[src/hw/rtl/cvc_pkg.sv]
// shared types, constants and codon translation for the coding variant classifier
package cvc_pkg;

   localparam int unsigned BLOCK_LEN_MAX_DEF  = 65535;
   localparam int unsigned ALLELE_LEN_MAX_DEF = 1023;

   localparam int POS_W    = 16;
   localparam int BLEN_W   = 16;
   localparam int ALLELE_W = 10;
   localparam int BASE_W   = 8;
   localparam int CQ_W     = 4;

   // reciprocal of three for 16 bit values: q = (x * 43691) >> 17
   localparam int                RECIP16_W     = 17;
   localparam logic [RECIP16_W-1:0] RECIP16    = 17'd43691;
   localparam int                PROD16_W      = POS_W + RECIP16_W;
   // reciprocal of three for 10 bit values: q = (x * 683) >> 11
   localparam int                RECIP10_SHIFT = 11;
   localparam int                PROD10_W      = 21;
   localparam logic [PROD10_W-1:0] RECIP10     = 21'd683;

   typedef enum logic [CQ_W-1:0] {
      CQ_SPLICE        = 4'd0,
      CQ_FRAMESHIFT    = 4'd1,
      CQ_INFRAME_DEL   = 4'd2,
      CQ_INFRAME_INS   = 4'd3,
      CQ_REFERENCE     = 4'd4,
      CQ_STOP_RETAINED = 4'd5,
      CQ_STOP_LOST     = 4'd6,
      CQ_NONSENSE      = 4'd7,
      CQ_SYNONYMOUS    = 4'd8,
      CQ_MISSENSE      = 4'd9,
      CQ_COMPLEX       = 4'd10
   } consequence_type;

   localparam logic [BASE_W-1:0] AA_STOP    = 8'h2A; // '*'
   localparam logic [BASE_W-1:0] AA_UNKNOWN = 8'h58; // 'X'

   // standard genetic code, entry i at the i-th character, A=0 C=1 G=2 T=3
   localparam logic [8*64-1:0] AMINO_STR =
      "KNKNTTTTRSRSIIMIQHQHPPPPRRRRLLLLEDEDAAAAGGGGVVVV*Y*YSSSS*CWCLFLF";

   // top bit flags a byte that is no base
   function automatic logic [2:0] base_code(input logic [BASE_W-1:0] b);
      logic [2:0] c;
      case (b)
         8'h41, 8'h61:               c = 3'd0;
         8'h43, 8'h63:               c = 3'd1;
         8'h47, 8'h67:               c = 3'd2;
         8'h54, 8'h74, 8'h55, 8'h75: c = 3'd3;
         default:                    c = 3'd4;
      endcase
      return c;
   endfunction

   function automatic logic [BASE_W-1:0] translate(input logic [BASE_W-1:0] b0,
                                                   input logic [BASE_W-1:0] b1,
                                                   input logic [BASE_W-1:0] b2);
      logic [2:0] c0;
      logic [2:0] c1;
      logic [2:0] c2;
      logic [5:0] idx;
      logic [BASE_W-1:0] aa;
      c0  = base_code(b0);
      c1  = base_code(b1);
      c2  = base_code(b2);
      idx = {c0[1:0], c1[1:0], c2[1:0]};
      if (c0[2] || c1[2] || c2[2]) begin
         aa = AA_UNKNOWN;
      end else begin
         aa = AMINO_STR[{~idx, 3'b000} +: 8];
      end
      return aa;
   endfunction

   // after the front stage: reciprocal products, length compare, codon translations
   typedef struct packed {
      logic [POS_W-1:0]    pos;
      logic [PROD16_W-1:0] pos_prod;
      logic [PROD16_W-1:0] blen_prod;
      logic                ref_longer;
      logic                ref_shorter;
      logic [ALLELE_W-1:0] len_diff;
      logic [ALLELE_W-1:0] ref_len;
      logic [BASE_W-1:0]   aa_ref;
      logic [2:0][BASE_W-1:0] aa_mut;
      logic [2:0]          base_eq;
   } front_type;

   // after the codon stage: everything the final priority select needs
   typedef struct packed {
      logic              splice;
      logic              ref_longer;
      logic              ref_shorter;
      logic              diff_not_mult3;
      logic              ref_len_one;
      logic              ref_not_mult3;
      logic              base_eq;
      logic [BASE_W-1:0] aa_ref;
      logic [BASE_W-1:0] aa_mut;
   } codon_type;

endpackage

[src/hw/rtl/cvc_front.sv]
// first stage: length saturation, reciprocal products and codon translations
module cvc_front #(
   parameter int unsigned BLOCK_LEN_MAX  = cvc_pkg::BLOCK_LEN_MAX_DEF,
   parameter int unsigned ALLELE_LEN_MAX = cvc_pkg::ALLELE_LEN_MAX_DEF
) (
   input  logic                          clock,
   input  logic                          reset,
   input  logic                          in_valid,
   output logic                          in_ready,
   input  logic [cvc_pkg::POS_W-1:0]     variant_position,
   input  logic [cvc_pkg::BLEN_W-1:0]    coding_length,
   input  logic [cvc_pkg::ALLELE_W-1:0]  ref_allele_length,
   input  logic [cvc_pkg::ALLELE_W-1:0]  alt_allele_length,
   input  logic [cvc_pkg::BASE_W-1:0]    codon_first_base,
   input  logic [cvc_pkg::BASE_W-1:0]    codon_second_base,
   input  logic [cvc_pkg::BASE_W-1:0]    codon_third_base,
   input  logic [cvc_pkg::BASE_W-1:0]    alt_first_base,
   output logic                          out_valid,
   input  logic                          out_ready,
   output cvc_pkg::front_type            out_data
);

   logic                         valid_ff;
   logic                         valid_in;
   cvc_pkg::front_type           data_ff;
   cvc_pkg::front_type           data_in;
   logic [cvc_pkg::BLEN_W-1:0]   blen_sat;
   logic [cvc_pkg::ALLELE_W-1:0] rlen_sat;
   logic [cvc_pkg::ALLELE_W-1:0] alen_sat;

   assign in_ready = !valid_ff || out_ready;
   assign valid_in = in_ready ? in_valid : valid_ff;

   always_comb begin
      blen_sat = (32'(coding_length) > BLOCK_LEN_MAX) ?
                 cvc_pkg::BLEN_W'(BLOCK_LEN_MAX) : coding_length;
      rlen_sat = (32'(ref_allele_length) > ALLELE_LEN_MAX) ?
                 cvc_pkg::ALLELE_W'(ALLELE_LEN_MAX) : ref_allele_length;
      alen_sat = (32'(alt_allele_length) > ALLELE_LEN_MAX) ?
                 cvc_pkg::ALLELE_W'(ALLELE_LEN_MAX) : alt_allele_length;

      data_in.pos         = variant_position;
      data_in.pos_prod    = cvc_pkg::PROD16_W'(variant_position) *
                            cvc_pkg::PROD16_W'(cvc_pkg::RECIP16);
      data_in.blen_prod   = cvc_pkg::PROD16_W'(blen_sat) *
                            cvc_pkg::PROD16_W'(cvc_pkg::RECIP16);
      data_in.ref_longer  = rlen_sat > alen_sat;
      data_in.ref_shorter = rlen_sat < alen_sat;
      data_in.len_diff    = (rlen_sat > alen_sat) ? (rlen_sat - alen_sat) :
                                                    (alen_sat - rlen_sat);
      data_in.ref_len     = rlen_sat;

      // reference codon and the three possible mutated codons
      data_in.aa_ref    = cvc_pkg::translate(codon_first_base, codon_second_base,
                                             codon_third_base);
      data_in.aa_mut[0] = cvc_pkg::translate(alt_first_base, codon_second_base,
                                             codon_third_base);
      data_in.aa_mut[1] = cvc_pkg::translate(codon_first_base, alt_first_base,
                                             codon_third_base);
      data_in.aa_mut[2] = cvc_pkg::translate(codon_first_base, codon_second_base,
                                             alt_first_base);
      data_in.base_eq[0] = codon_first_base == alt_first_base;
      data_in.base_eq[1] = codon_second_base == alt_first_base;
      data_in.base_eq[2] = codon_third_base == alt_first_base;
   end

   always_ff @(posedge clock) begin
      if (reset) begin
         valid_ff <= 1'b0;
      end else begin
         valid_ff <= valid_in;
      end
   end

   always_ff @(posedge clock) begin
      if (in_ready && in_valid) begin
         data_ff <= data_in;
      end
   end

   assign out_valid = valid_ff;
   assign out_data  = data_ff;

endmodule

[src/hw/rtl/cvc_codon.sv]
// second stage: codon index and offset, splice test, modulo three, offset select
module cvc_codon (
   input  logic                clock,
   input  logic                reset,
   input  logic                in_valid,
   output logic                in_ready,
   input  cvc_pkg::front_type  in_data,
   output logic                out_valid,
   input  logic                out_ready,
   output cvc_pkg::codon_type  out_data
);

   localparam int QW = cvc_pkg::POS_W;
   localparam int AW = cvc_pkg::ALLELE_W;

   logic                          valid_ff;
   logic                          valid_in;
   cvc_pkg::codon_type            data_ff;
   cvc_pkg::codon_type            data_in;
   logic [QW-1:0]                 codon_idx;
   logic [QW-1:0]                 codon_count;
   logic [1:0]                    offset;
   logic [cvc_pkg::PROD10_W-1:0]  diff_prod;
   logic [cvc_pkg::PROD10_W-1:0]  rlen_prod;
   logic [AW-1:0]                 diff_q;
   logic [AW-1:0]                 rlen_q;
   logic [1:0]                    diff_mod;
   logic [1:0]                    rlen_mod;

   assign in_ready = !valid_ff || out_ready;
   assign valid_in = in_ready ? in_valid : valid_ff;

   always_comb begin
      codon_idx   = in_data.pos_prod[cvc_pkg::PROD16_W-1 -: QW];
      codon_count = in_data.blen_prod[cvc_pkg::PROD16_W-1 -: QW];
      offset      = 2'(in_data.pos - QW'({codon_idx, 1'b0} + {1'b0, codon_idx}));

      diff_prod = cvc_pkg::PROD10_W'(in_data.len_diff) * cvc_pkg::RECIP10;
      rlen_prod = cvc_pkg::PROD10_W'(in_data.ref_len) * cvc_pkg::RECIP10;
      diff_q    = diff_prod[cvc_pkg::RECIP10_SHIFT +: AW];
      rlen_q    = rlen_prod[cvc_pkg::RECIP10_SHIFT +: AW];
      diff_mod  = 2'(in_data.len_diff - AW'({diff_q, 1'b0} + {1'b0, diff_q}));
      rlen_mod  = 2'(in_data.ref_len - AW'({rlen_q, 1'b0} + {1'b0, rlen_q}));

      // first codon, or last codon when the block holds one
      data_in.splice = (codon_idx == '0) ||
                       ((QW + 1)'(codon_idx) + (QW + 1)'(1) == (QW + 1)'(codon_count));
      data_in.ref_longer     = in_data.ref_longer;
      data_in.ref_shorter    = in_data.ref_shorter;
      data_in.diff_not_mult3 = diff_mod != 2'd0;
      data_in.ref_len_one    = in_data.ref_len == AW'(1);
      data_in.ref_not_mult3  = rlen_mod != 2'd0;
      data_in.aa_ref         = in_data.aa_ref;

      case (offset)
         2'd0: begin
            data_in.base_eq = in_data.base_eq[0];
            data_in.aa_mut  = in_data.aa_mut[0];
         end
         2'd1: begin
            data_in.base_eq = in_data.base_eq[1];
            data_in.aa_mut  = in_data.aa_mut[1];
         end
         default: begin
            data_in.base_eq = in_data.base_eq[2];
            data_in.aa_mut  = in_data.aa_mut[2];
         end
      endcase
   end

   always_ff @(posedge clock) begin
      if (reset) begin
         valid_ff <= 1'b0;
      end else begin
         valid_ff <= valid_in;
      end
   end

   always_ff @(posedge clock) begin
      if (in_ready && in_valid) begin
         data_ff <= data_in;
      end
   end

   assign out_valid = valid_ff;
   assign out_data  = data_ff;

endmodule

[src/hw/rtl/cvc_resolve.sv]
// third stage: priority select of the consequence class into the output register
module cvc_resolve (
   input  logic                         clock,
   input  logic                         reset,
   input  logic                         in_valid,
   output logic                         in_ready,
   input  cvc_pkg::codon_type           in_data,
   output logic                         out_valid,
   input  logic                         out_stall,
   output cvc_pkg::consequence_type     out_consequence
);

   logic                      valid_ff;
   logic                      valid_in;
   cvc_pkg::consequence_type  cq_ff;
   cvc_pkg::consequence_type  cq_in;
   logic                      ref_stop;
   logic                      mut_stop;

   assign in_ready = !valid_ff || !out_stall;
   assign valid_in = in_ready ? in_valid : valid_ff;

   always_comb begin
      ref_stop = in_data.aa_ref == cvc_pkg::AA_STOP;
      mut_stop = in_data.aa_mut == cvc_pkg::AA_STOP;
      if (in_data.splice) begin
         cq_in = cvc_pkg::CQ_SPLICE;
      end else if (in_data.ref_longer) begin
         cq_in = in_data.diff_not_mult3 ? cvc_pkg::CQ_FRAMESHIFT : cvc_pkg::CQ_INFRAME_DEL;
      end else if (in_data.ref_shorter) begin
         cq_in = in_data.diff_not_mult3 ? cvc_pkg::CQ_FRAMESHIFT : cvc_pkg::CQ_INFRAME_INS;
      end else if (in_data.ref_len_one) begin
         if (in_data.base_eq) begin
            cq_in = cvc_pkg::CQ_REFERENCE;
         end else if (ref_stop) begin
            cq_in = mut_stop ? cvc_pkg::CQ_STOP_RETAINED : cvc_pkg::CQ_STOP_LOST;
         end else if (mut_stop) begin
            cq_in = cvc_pkg::CQ_NONSENSE;
         end else if (in_data.aa_ref == in_data.aa_mut) begin
            cq_in = cvc_pkg::CQ_SYNONYMOUS;
         end else begin
            cq_in = cvc_pkg::CQ_MISSENSE;
         end
      end else if (in_data.ref_not_mult3) begin
         cq_in = cvc_pkg::CQ_FRAMESHIFT;
      end else begin
         cq_in = cvc_pkg::CQ_COMPLEX;
      end
   end

   always_ff @(posedge clock) begin
      if (reset) begin
         valid_ff <= 1'b0;
      end else begin
         valid_ff <= valid_in;
      end
   end

   always_ff @(posedge clock) begin
      if (in_ready && in_valid) begin
         cq_ff <= cq_in;
      end
   end

   assign out_valid       = valid_ff;
   assign out_consequence = cq_ff;

endmodule

[src/hw/rtl/coding_variant_classifier.sv]
// top level of the coding variant consequence classifier
// Classifies one coding variant per item into a consequence class (splice, frameshift,
// in-frame deletion or insertion, reference, stop retained, stop lost, nonsense,
// synonymous, missense, complex). The block is a three-stage pipeline: reciprocal
// products and codon translations, then codon index, offset and modulo-three tests,
// then the priority select into the output register. An item can be taken every cycle
// while the result side does not stall, and it passes the front, codon and resolve
// registers in order; each stage holds its item under stall, empty stages keep filling,
// so the input stalls only once all three stages hold items. Lengths above the parameters
// are clamped to them.
module coding_variant_classifier #(
   parameter int unsigned BLOCK_LEN_MAX  = cvc_pkg::BLOCK_LEN_MAX_DEF,
   parameter int unsigned ALLELE_LEN_MAX = cvc_pkg::ALLELE_LEN_MAX_DEF
) (
   input  logic                          clock,
   input  logic                          reset,
   input  logic                          req_valid,
   output logic                          req_stall,
   input  logic [cvc_pkg::POS_W-1:0]     req_variant_position,
   input  logic [cvc_pkg::BLEN_W-1:0]    req_coding_length,
   input  logic [cvc_pkg::ALLELE_W-1:0]  req_ref_allele_length,
   input  logic [cvc_pkg::ALLELE_W-1:0]  req_alt_allele_length,
   input  logic [cvc_pkg::BASE_W-1:0]    req_codon_first_base,
   input  logic [cvc_pkg::BASE_W-1:0]    req_codon_second_base,
   input  logic [cvc_pkg::BASE_W-1:0]    req_codon_third_base,
   input  logic [cvc_pkg::BASE_W-1:0]    req_alt_first_base,
   output logic                          rsp_valid,
   input  logic                          rsp_stall,
   output logic [cvc_pkg::CQ_W-1:0]      rsp_consequence
);

   logic                      front_ready;
   logic                      front_valid;
   cvc_pkg::front_type        front_data;
   logic                      codon_ready;
   logic                      codon_valid;
   cvc_pkg::codon_type        codon_data;
   logic                      resolve_ready;
   cvc_pkg::consequence_type  consequence;

   cvc_front #(
      .BLOCK_LEN_MAX  (BLOCK_LEN_MAX),
      .ALLELE_LEN_MAX (ALLELE_LEN_MAX)
   ) u_front (
      .clock             (clock),
      .reset             (reset),
      .in_valid          (req_valid),
      .in_ready          (front_ready),
      .variant_position  (req_variant_position),
      .coding_length     (req_coding_length),
      .ref_allele_length (req_ref_allele_length),
      .alt_allele_length (req_alt_allele_length),
      .codon_first_base  (req_codon_first_base),
      .codon_second_base (req_codon_second_base),
      .codon_third_base  (req_codon_third_base),
      .alt_first_base    (req_alt_first_base),
      .out_valid         (front_valid),
      .out_ready         (codon_ready),
      .out_data          (front_data)
   );

   cvc_codon u_codon (
      .clock     (clock),
      .reset     (reset),
      .in_valid  (front_valid),
      .in_ready  (codon_ready),
      .in_data   (front_data),
      .out_valid (codon_valid),
      .out_ready (resolve_ready),
      .out_data  (codon_data)
   );

   cvc_resolve u_resolve (
      .clock           (clock),
      .reset           (reset),
      .in_valid        (codon_valid),
      .in_ready        (resolve_ready),
      .in_data         (codon_data),
      .out_valid       (rsp_valid),
      .out_stall       (rsp_stall),
      .out_consequence (consequence)
   );

   assign req_stall       = !front_ready;
   assign rsp_consequence = consequence;

   // a free result side never backs up into the input
   assert property (@(posedge clock) disable iff (reset) !rsp_stall |-> !req_stall)
      else $error("input stalled with result side free");

   // an accepted item reaches the output when the result side does not stall on its way
   assert property (@(posedge clock) disable iff (reset)
      (req_valid && !req_stall) ##1 !rsp_stall ##1 !rsp_stall |=> rsp_valid)
      else $error("item lost in pipeline");

   // only defined consequence codes leave the block
   assert property (@(posedge clock) disable iff (reset)
      rsp_valid |-> (rsp_consequence <= cvc_pkg::CQ_COMPLEX))
      else $error("undefined consequence code");

endmodule
[config.mk]
export PLATFORM = sky130hd
export DESIGN_NAME = coding_variant_classifier
export DESIGN_NICKNAME = d
export VERILOG_FILES = /design/src/hw/rtl/cvc_pkg.sv /design/src/hw/rtl/cvc_front.sv /design/src/hw/rtl/cvc_codon.sv /design/src/hw/rtl/cvc_resolve.sv /design/src/hw/rtl/coding_variant_classifier.sv
export SDC_FILE = /design/constraint.sdc
export NUM_CORES = 1
export LEC_CHECK = 0
export ABC_CLOCK_PERIOD_IN_PS = 6500
export BUFFER_PORTS_ARGS = -buffer_cell sky130_fd_sc_hd__buf_2
export CAP_MARGIN = 20
export CORE_ASPECT_RATIO = 1.4
export CORE_MARGIN = 4
export CORE_UTILIZATION = 55
export DETAILED_ROUTE_END_ITERATION = 7
export PLACE_DENSITY_LB_ADDON = 0.12
export REMOVE_ABC_BUFFERS = 1
export SYNTH_ARGS = -nofsm -noshare
export SYNTH_HDL_FRONTEND = slang
export SYNTH_SLANG_ARGS = --single-unit
[constraint.sdc]
create_clock -name clock -period 6.5 [get_ports clock]
set_clock_uncertainty 0.2 [all_clocks]
set_input_delay 1.3 -clock clock [delete_from_list [all_inputs] [get_ports clock]]
set_output_delay 1.3 -clock clock [all_outputs]
set_load 0.05 [all_outputs]
After elaboration in Yosys (flattened, before gate mapping)
Cells that the tools add are included.
{"block": "word_totals", "register_bits": 153, "latch_bits": 0, "ramBits": 0, "rom_bits": 0, "in_bits": 88, "out_inout_bits": 6, "word_cells": 154, "mem_count": 0}
{"block": "classes", "n_addsub": 9, "multipliers": 4, "div_mod_pow": 0, "n_lt_le_gt_ge": 2, "eq_ne": 49, "shifts": 4, "muxes": 18, "bitwise_logic": 4, "n_reduce_logical": 39}
{"op": "indexed part select 512 x 10 -> 8 bit (first input constant)", "count": 4}
{"op": "equality test 8 x 7 -> 1 bit (second input constant)", "count": 40}
{"op": "multiplier 16 x 16 -> 32 bit (second input constant)", "count": 2}
{"op": "one-hot mux 3 bit (4 select lines)", "count": 4}
{"op": "equality test 8 bit", "count": 4}
{"op": "2-to-1 mux 4 bit", "count": 7}
{"op": "multiplier 10 x 10 -> 13 bit (second input constant)", "count": 2}
{"op": "NOT 6 bit", "count": 4}
{"op": "OR reduction 2 bit", "count": 12}
{"op": "subtractor 10 bit", "count": 2}
{"op": "equality test 17 x 15 -> 1 bit", "count": 1}
{"op": "adder 15 x 1 -> 16 bit (second input constant)", "count": 1}
{"op": "equality test 8 x 6 -> 1 bit (second input constant)", "count": 2}
{"op": "zero test 16 bit", "count": 1}
{"op": "one-hot mux 8 bit (2 select lines)", "count": 1}
{"op": "OR reduction 4 bit", "count": 4}
{"op": "logical OR 1 bit", "count": 11}
{"op": "equality test 10 x 1 -> 1 bit (second input constant)", "count": 1}
{"op": "greater-than comparator 10 bit", "count": 1}
{"op": "less-than comparator 10 bit", "count": 1}
{"op": "2-to-1 mux 10 bit", "count": 1}
{"op": "adder 2 bit", "count": 3}
{"op": "2-to-1 mux 2 bit", "count": 3}
{"op": "subtractor 2 bit", "count": 3}
{"op": "7 further kinds", "count": 14}

Logic depth before layout (Yosys ltp)
{"block": "logic_depth", "ltp_word": 8, "ltp_mapped": 23, "depth_no_buf": 23}

Cells and area by module
A second synthesis with hierarchy kept.
{"block": "hier_totals", "cells_unflattened": 2059, "hier_area_um2": 20638.5}
{"module": "cvc_front", "n_inst": 1, "cells_each": 1616, "area_per_inst_um2": 16314.4, "seq_area_each_um2": 3983.8}
{"module": "cvc_codon", "n_inst": 1, "cells_each": 398, "area_per_inst_um2": 3898.7, "seq_area_each_um2": 710.7}
{"module": "cvc_resolve", "n_inst": 1, "cells_each": 44, "area_per_inst_um2": 421.7, "seq_area_each_um2": 140.1}
{"module": "coding_variant_classifier", "n_inst": 1, "cells_each": 1, "area_per_inst_um2": 3.8, "seq_area_each_um2": 0.0}

Worst setup path before layout
No wires, ideal clock.
{"block": "synth_timing", "path_type": "input to register", "start": "in req_variant_position[1] (netlist name)", "end": "reg u_front.data_ff (netlist bit u_front.out_data[121]), data pin", "t_arrival_ps": 6122, "required_ps": 6164, "setup_slack_ps": 42, "stages": 21, "path_cell_list": "ha_1 xor2_1 ha_1 a21oi_1 fa_1 inv_1 fa_1 fa_1 inv_1 fa_1 inv_1 ha_1 nand2_1 a221oi_1 o311ai_1 nand2_1 o21ai_2 a31oi_1 a311o_1 or4_1 nand3_1"}
{"item": "start: declaration", "line": "coding_variant_classifier.sv:19", "text": "input logic [cvc_pkg::POS_W-1:0] req_variant_position,"}
{"item": "end signal: assignment", "line": "cvc_front.sv:77", "text": "data_ff <= data_in;"}
{"item": "end: declaration", "line": "cvc_front.sv:25", "text": "cvc_pkg::front_type data_ff;"}

==> metrics.txt <==
drt first-iter violations=375; Root Buffer=clkbuf_16; Core Util, Final=0.641; CTS tree=done; initial cell density of the core=0.558; Post-synth ARST share=0; Crit Path Max Fanout=4; final setup TNS=0 ns; Pleak=10.5 nW; die area=35100 um2; final WL=42400 um; clk sinks=113; status=complete, no violations; vias in the first global route=14400; achievable clock frequency=158 MHz; Crit Path Class=input port to flop; drt wl/cell=between 15 and 20 um; Setup WS post-layout=0.169 ns; WP data required=6.59 ns; Final min period=6.33 ns; Max Cap Viol=0; Crit. End Element=flop; Yosys warning count=0; All-Layer GR Usage=0.250; share of the synthesized area in the top cell type=0.257; worst min-delay path category=flop to flop; core area=31700 um2; Die X-Extent=160 um; Num CTS Buffers=17; syn avg cell area=9.81 um2; initial antenna violation count=0; later-pin clock latency in the skew report=0.42 ns; Initial DRT Pass Iterations=5; area leader, netlist=ha_1; Worst setup SP type=input port; Yosys reg bits=113; Slew @ Worst Pin=around 1.1 ns; largest net degree at the start of global routing=56; Slew Viols, Final=0; # rows=77; ant diodes=0; Synth cell types=73; final setup fails=0; Hold WS=0.219 ns; Via density=~5.5; Power per Cell Area=493 nW/um2; DRC=0; Synth Flop Type=edfxtp_1; hold_buf cts=0; Max VDD drop=0.623 mV; top-count cell post-synth=inv_1; DR vias=between 10000 and 15000; RSZ-0062 raised after global routing=no; register area share after synthesis=0.190; gpl congestion=slightly below 1; ranking of synthesized cells by area=ha_1 (26%), fa_1 (21%), edfxtp_1 (19%); Worst EP arrival=6.42 ns; synthesized cell area=17700 um2; cells after synthesis=roughly 1800; Place WS=-0.567 ns; Tcrit/Tclk final=0.974; Clock Path Buffers=2; top cells by count, synth=inv_1 (425), ha_1 (364), fa_1 (188), edfxtp_1 (110), xnor2_1 (78); Syn-to-layout area delta=14.9%; remaining antenna violation count=0; Post-synth EDFFs=110; Hold Violations, Final=0; PortBufs=93; H-tree Lvls=4; I/O Pins=94; Nets=2685; gr ovfl total=0; HPWL after detailed placement=between 30000 and 40000 um; Clock transition at path regs=~0.06 ns; DIE HEIGHT=220 um; share of layout cells above drive strength 1=0.143; Slew HR=0.290; total power=10.0 mW; first-pass GRT wire length=69900 um
-- stage by stage --
| stage | cells | instance area (um2) |
|---|---|---|
| floorplan | 1787 | 17600 |
| global placement | 2419 | 19700 |
| detailed placement | 2419 | 19700 |
| CTS | 2451 | 20300 |
| global route | 2453 | 20300 |
| finish | 2453 | 20300 |
-- cell usage in the layout (no fill, tap or decap), drive strengths merged, types with 7 or more instances in the layout --
cell type  netlist  final
a211oi          12     12
a21o            18     18
a21oi           77     77
a31oi           17     17
and2            18     18
and3            12     12
buf              2    239
clkbuf          15     17
edfxtp         110    110
fa             188    188
ha             364    364
inv            426    437
mux2i           14     14
nand2           74     74
nand2b          11     11
nand3           28     28
nand4           19     19
nor2            77     77
nor2b           13     13
nor3            17     17
nor4             7      7
o211ai           8      8
o21ai           72     72
or3              7      7
xnor2           78     78
xor2            40     40
-- state kept, by name, summed over array words and instances (netlist names) --
register and cells:
u_codon.out_data 21, u_codon.out_valid 1, u_front.out_data 85, u_front.out_valid 1, u_resolve.out_consequence 4, u_resolve.out_valid 1
-- where the power goes --
group          total, mW  switching [mW]  internal, mW
registers           1.39           0.152          1.24
clock network      0.932           0.387         0.545
logic               7.69            3.98          3.71
total               10.0            4.52          5.49
-- layer usage --
| metal | share of wire | GRT usage |
|---|---|---|
| met1 | 0.37 | 0.262 |
| met2 | 0.56 | 0.496 |
| met3 | 0.025 | 0.0222 |
| met4 | 0.051 | 0.125 |
| met5 | 0 | 0 |
-- what timing repair did --
action | 4_1_cts | 5_1_grt
pin swaps | 0 | 5
setup buffers | 0 | 1
endpoints found under the setup margin | 2 | 6
gates resized for setup | 1 | 7
-- final timing paths --
path / startpoint / end / slack, ns / cells after the start
worst max-delay path: req_variant_position[10] / u_front.out_data[121] / 0.17 / 21
worst min register to register: u_front.out_data[33] / u_codon.out_data[14] / 0.22 / 0
worst min-delay path: u_front.out_data[33] / u_codon.out_data[14] / 0.22 / 0
worst max register to register: u_front.out_data[50] / u_codon.out_data[19] / 0.79 / 21
-- cells by family (layout without fill, tap and decap cells) --
logic type | count (synthesis) | count (layout) | synth area share
buffers and inverters | 444 | 698 | 0.0947
XOR/XNOR | 118 | 118 | 0.0584
AND/OR/NAND/NOR | 309 | 309 | 0.0891
flip-flops | 113 | 113 | 0.190
adder cells (fa/ha/maj) | 552 | 552 | 0.470
multiplexers | 16 | 16 | 0.00919
AO/OA/AOI/OAI | 252 | 252 | 0.0883
-- worst max-delay path, cell delays in order --
cell and delay (ns):
buf_2 0.13, ha_1 0.34, ha_1 0.28, inv_1 0.05, fa_1 0.50, inv_1 0.05, fa_1 0.49, fa_1 0.49
inv_1 0.05, fa_1 0.47, inv_1 0.04, ha_1 0.32, a21oi_4 0.22, a221oi_1 0.10, o311ai_1 0.29, nand2_1 0.13
o21ai_2 0.19, a31oi_1 0.14, a311o_1 0.32, or4_1 0.41, nand3_1 0.10
-- layout make-up --
| cell class | count | area [um2] |
|---|---|---|
| clock buffers | 17 | 425 |
| clock inverters | 15 | 163 |
| fillers | 2665 | 11400 |
| inverters | 427 | 1600 |
| multi-input cells | 1247 | 12700 |
| flip-flops and latches | 113 | 3360 |
| well taps | 395 | 494 |
| repair buffers | 239 | 1560 |
(Power assumes the default switching activity.)
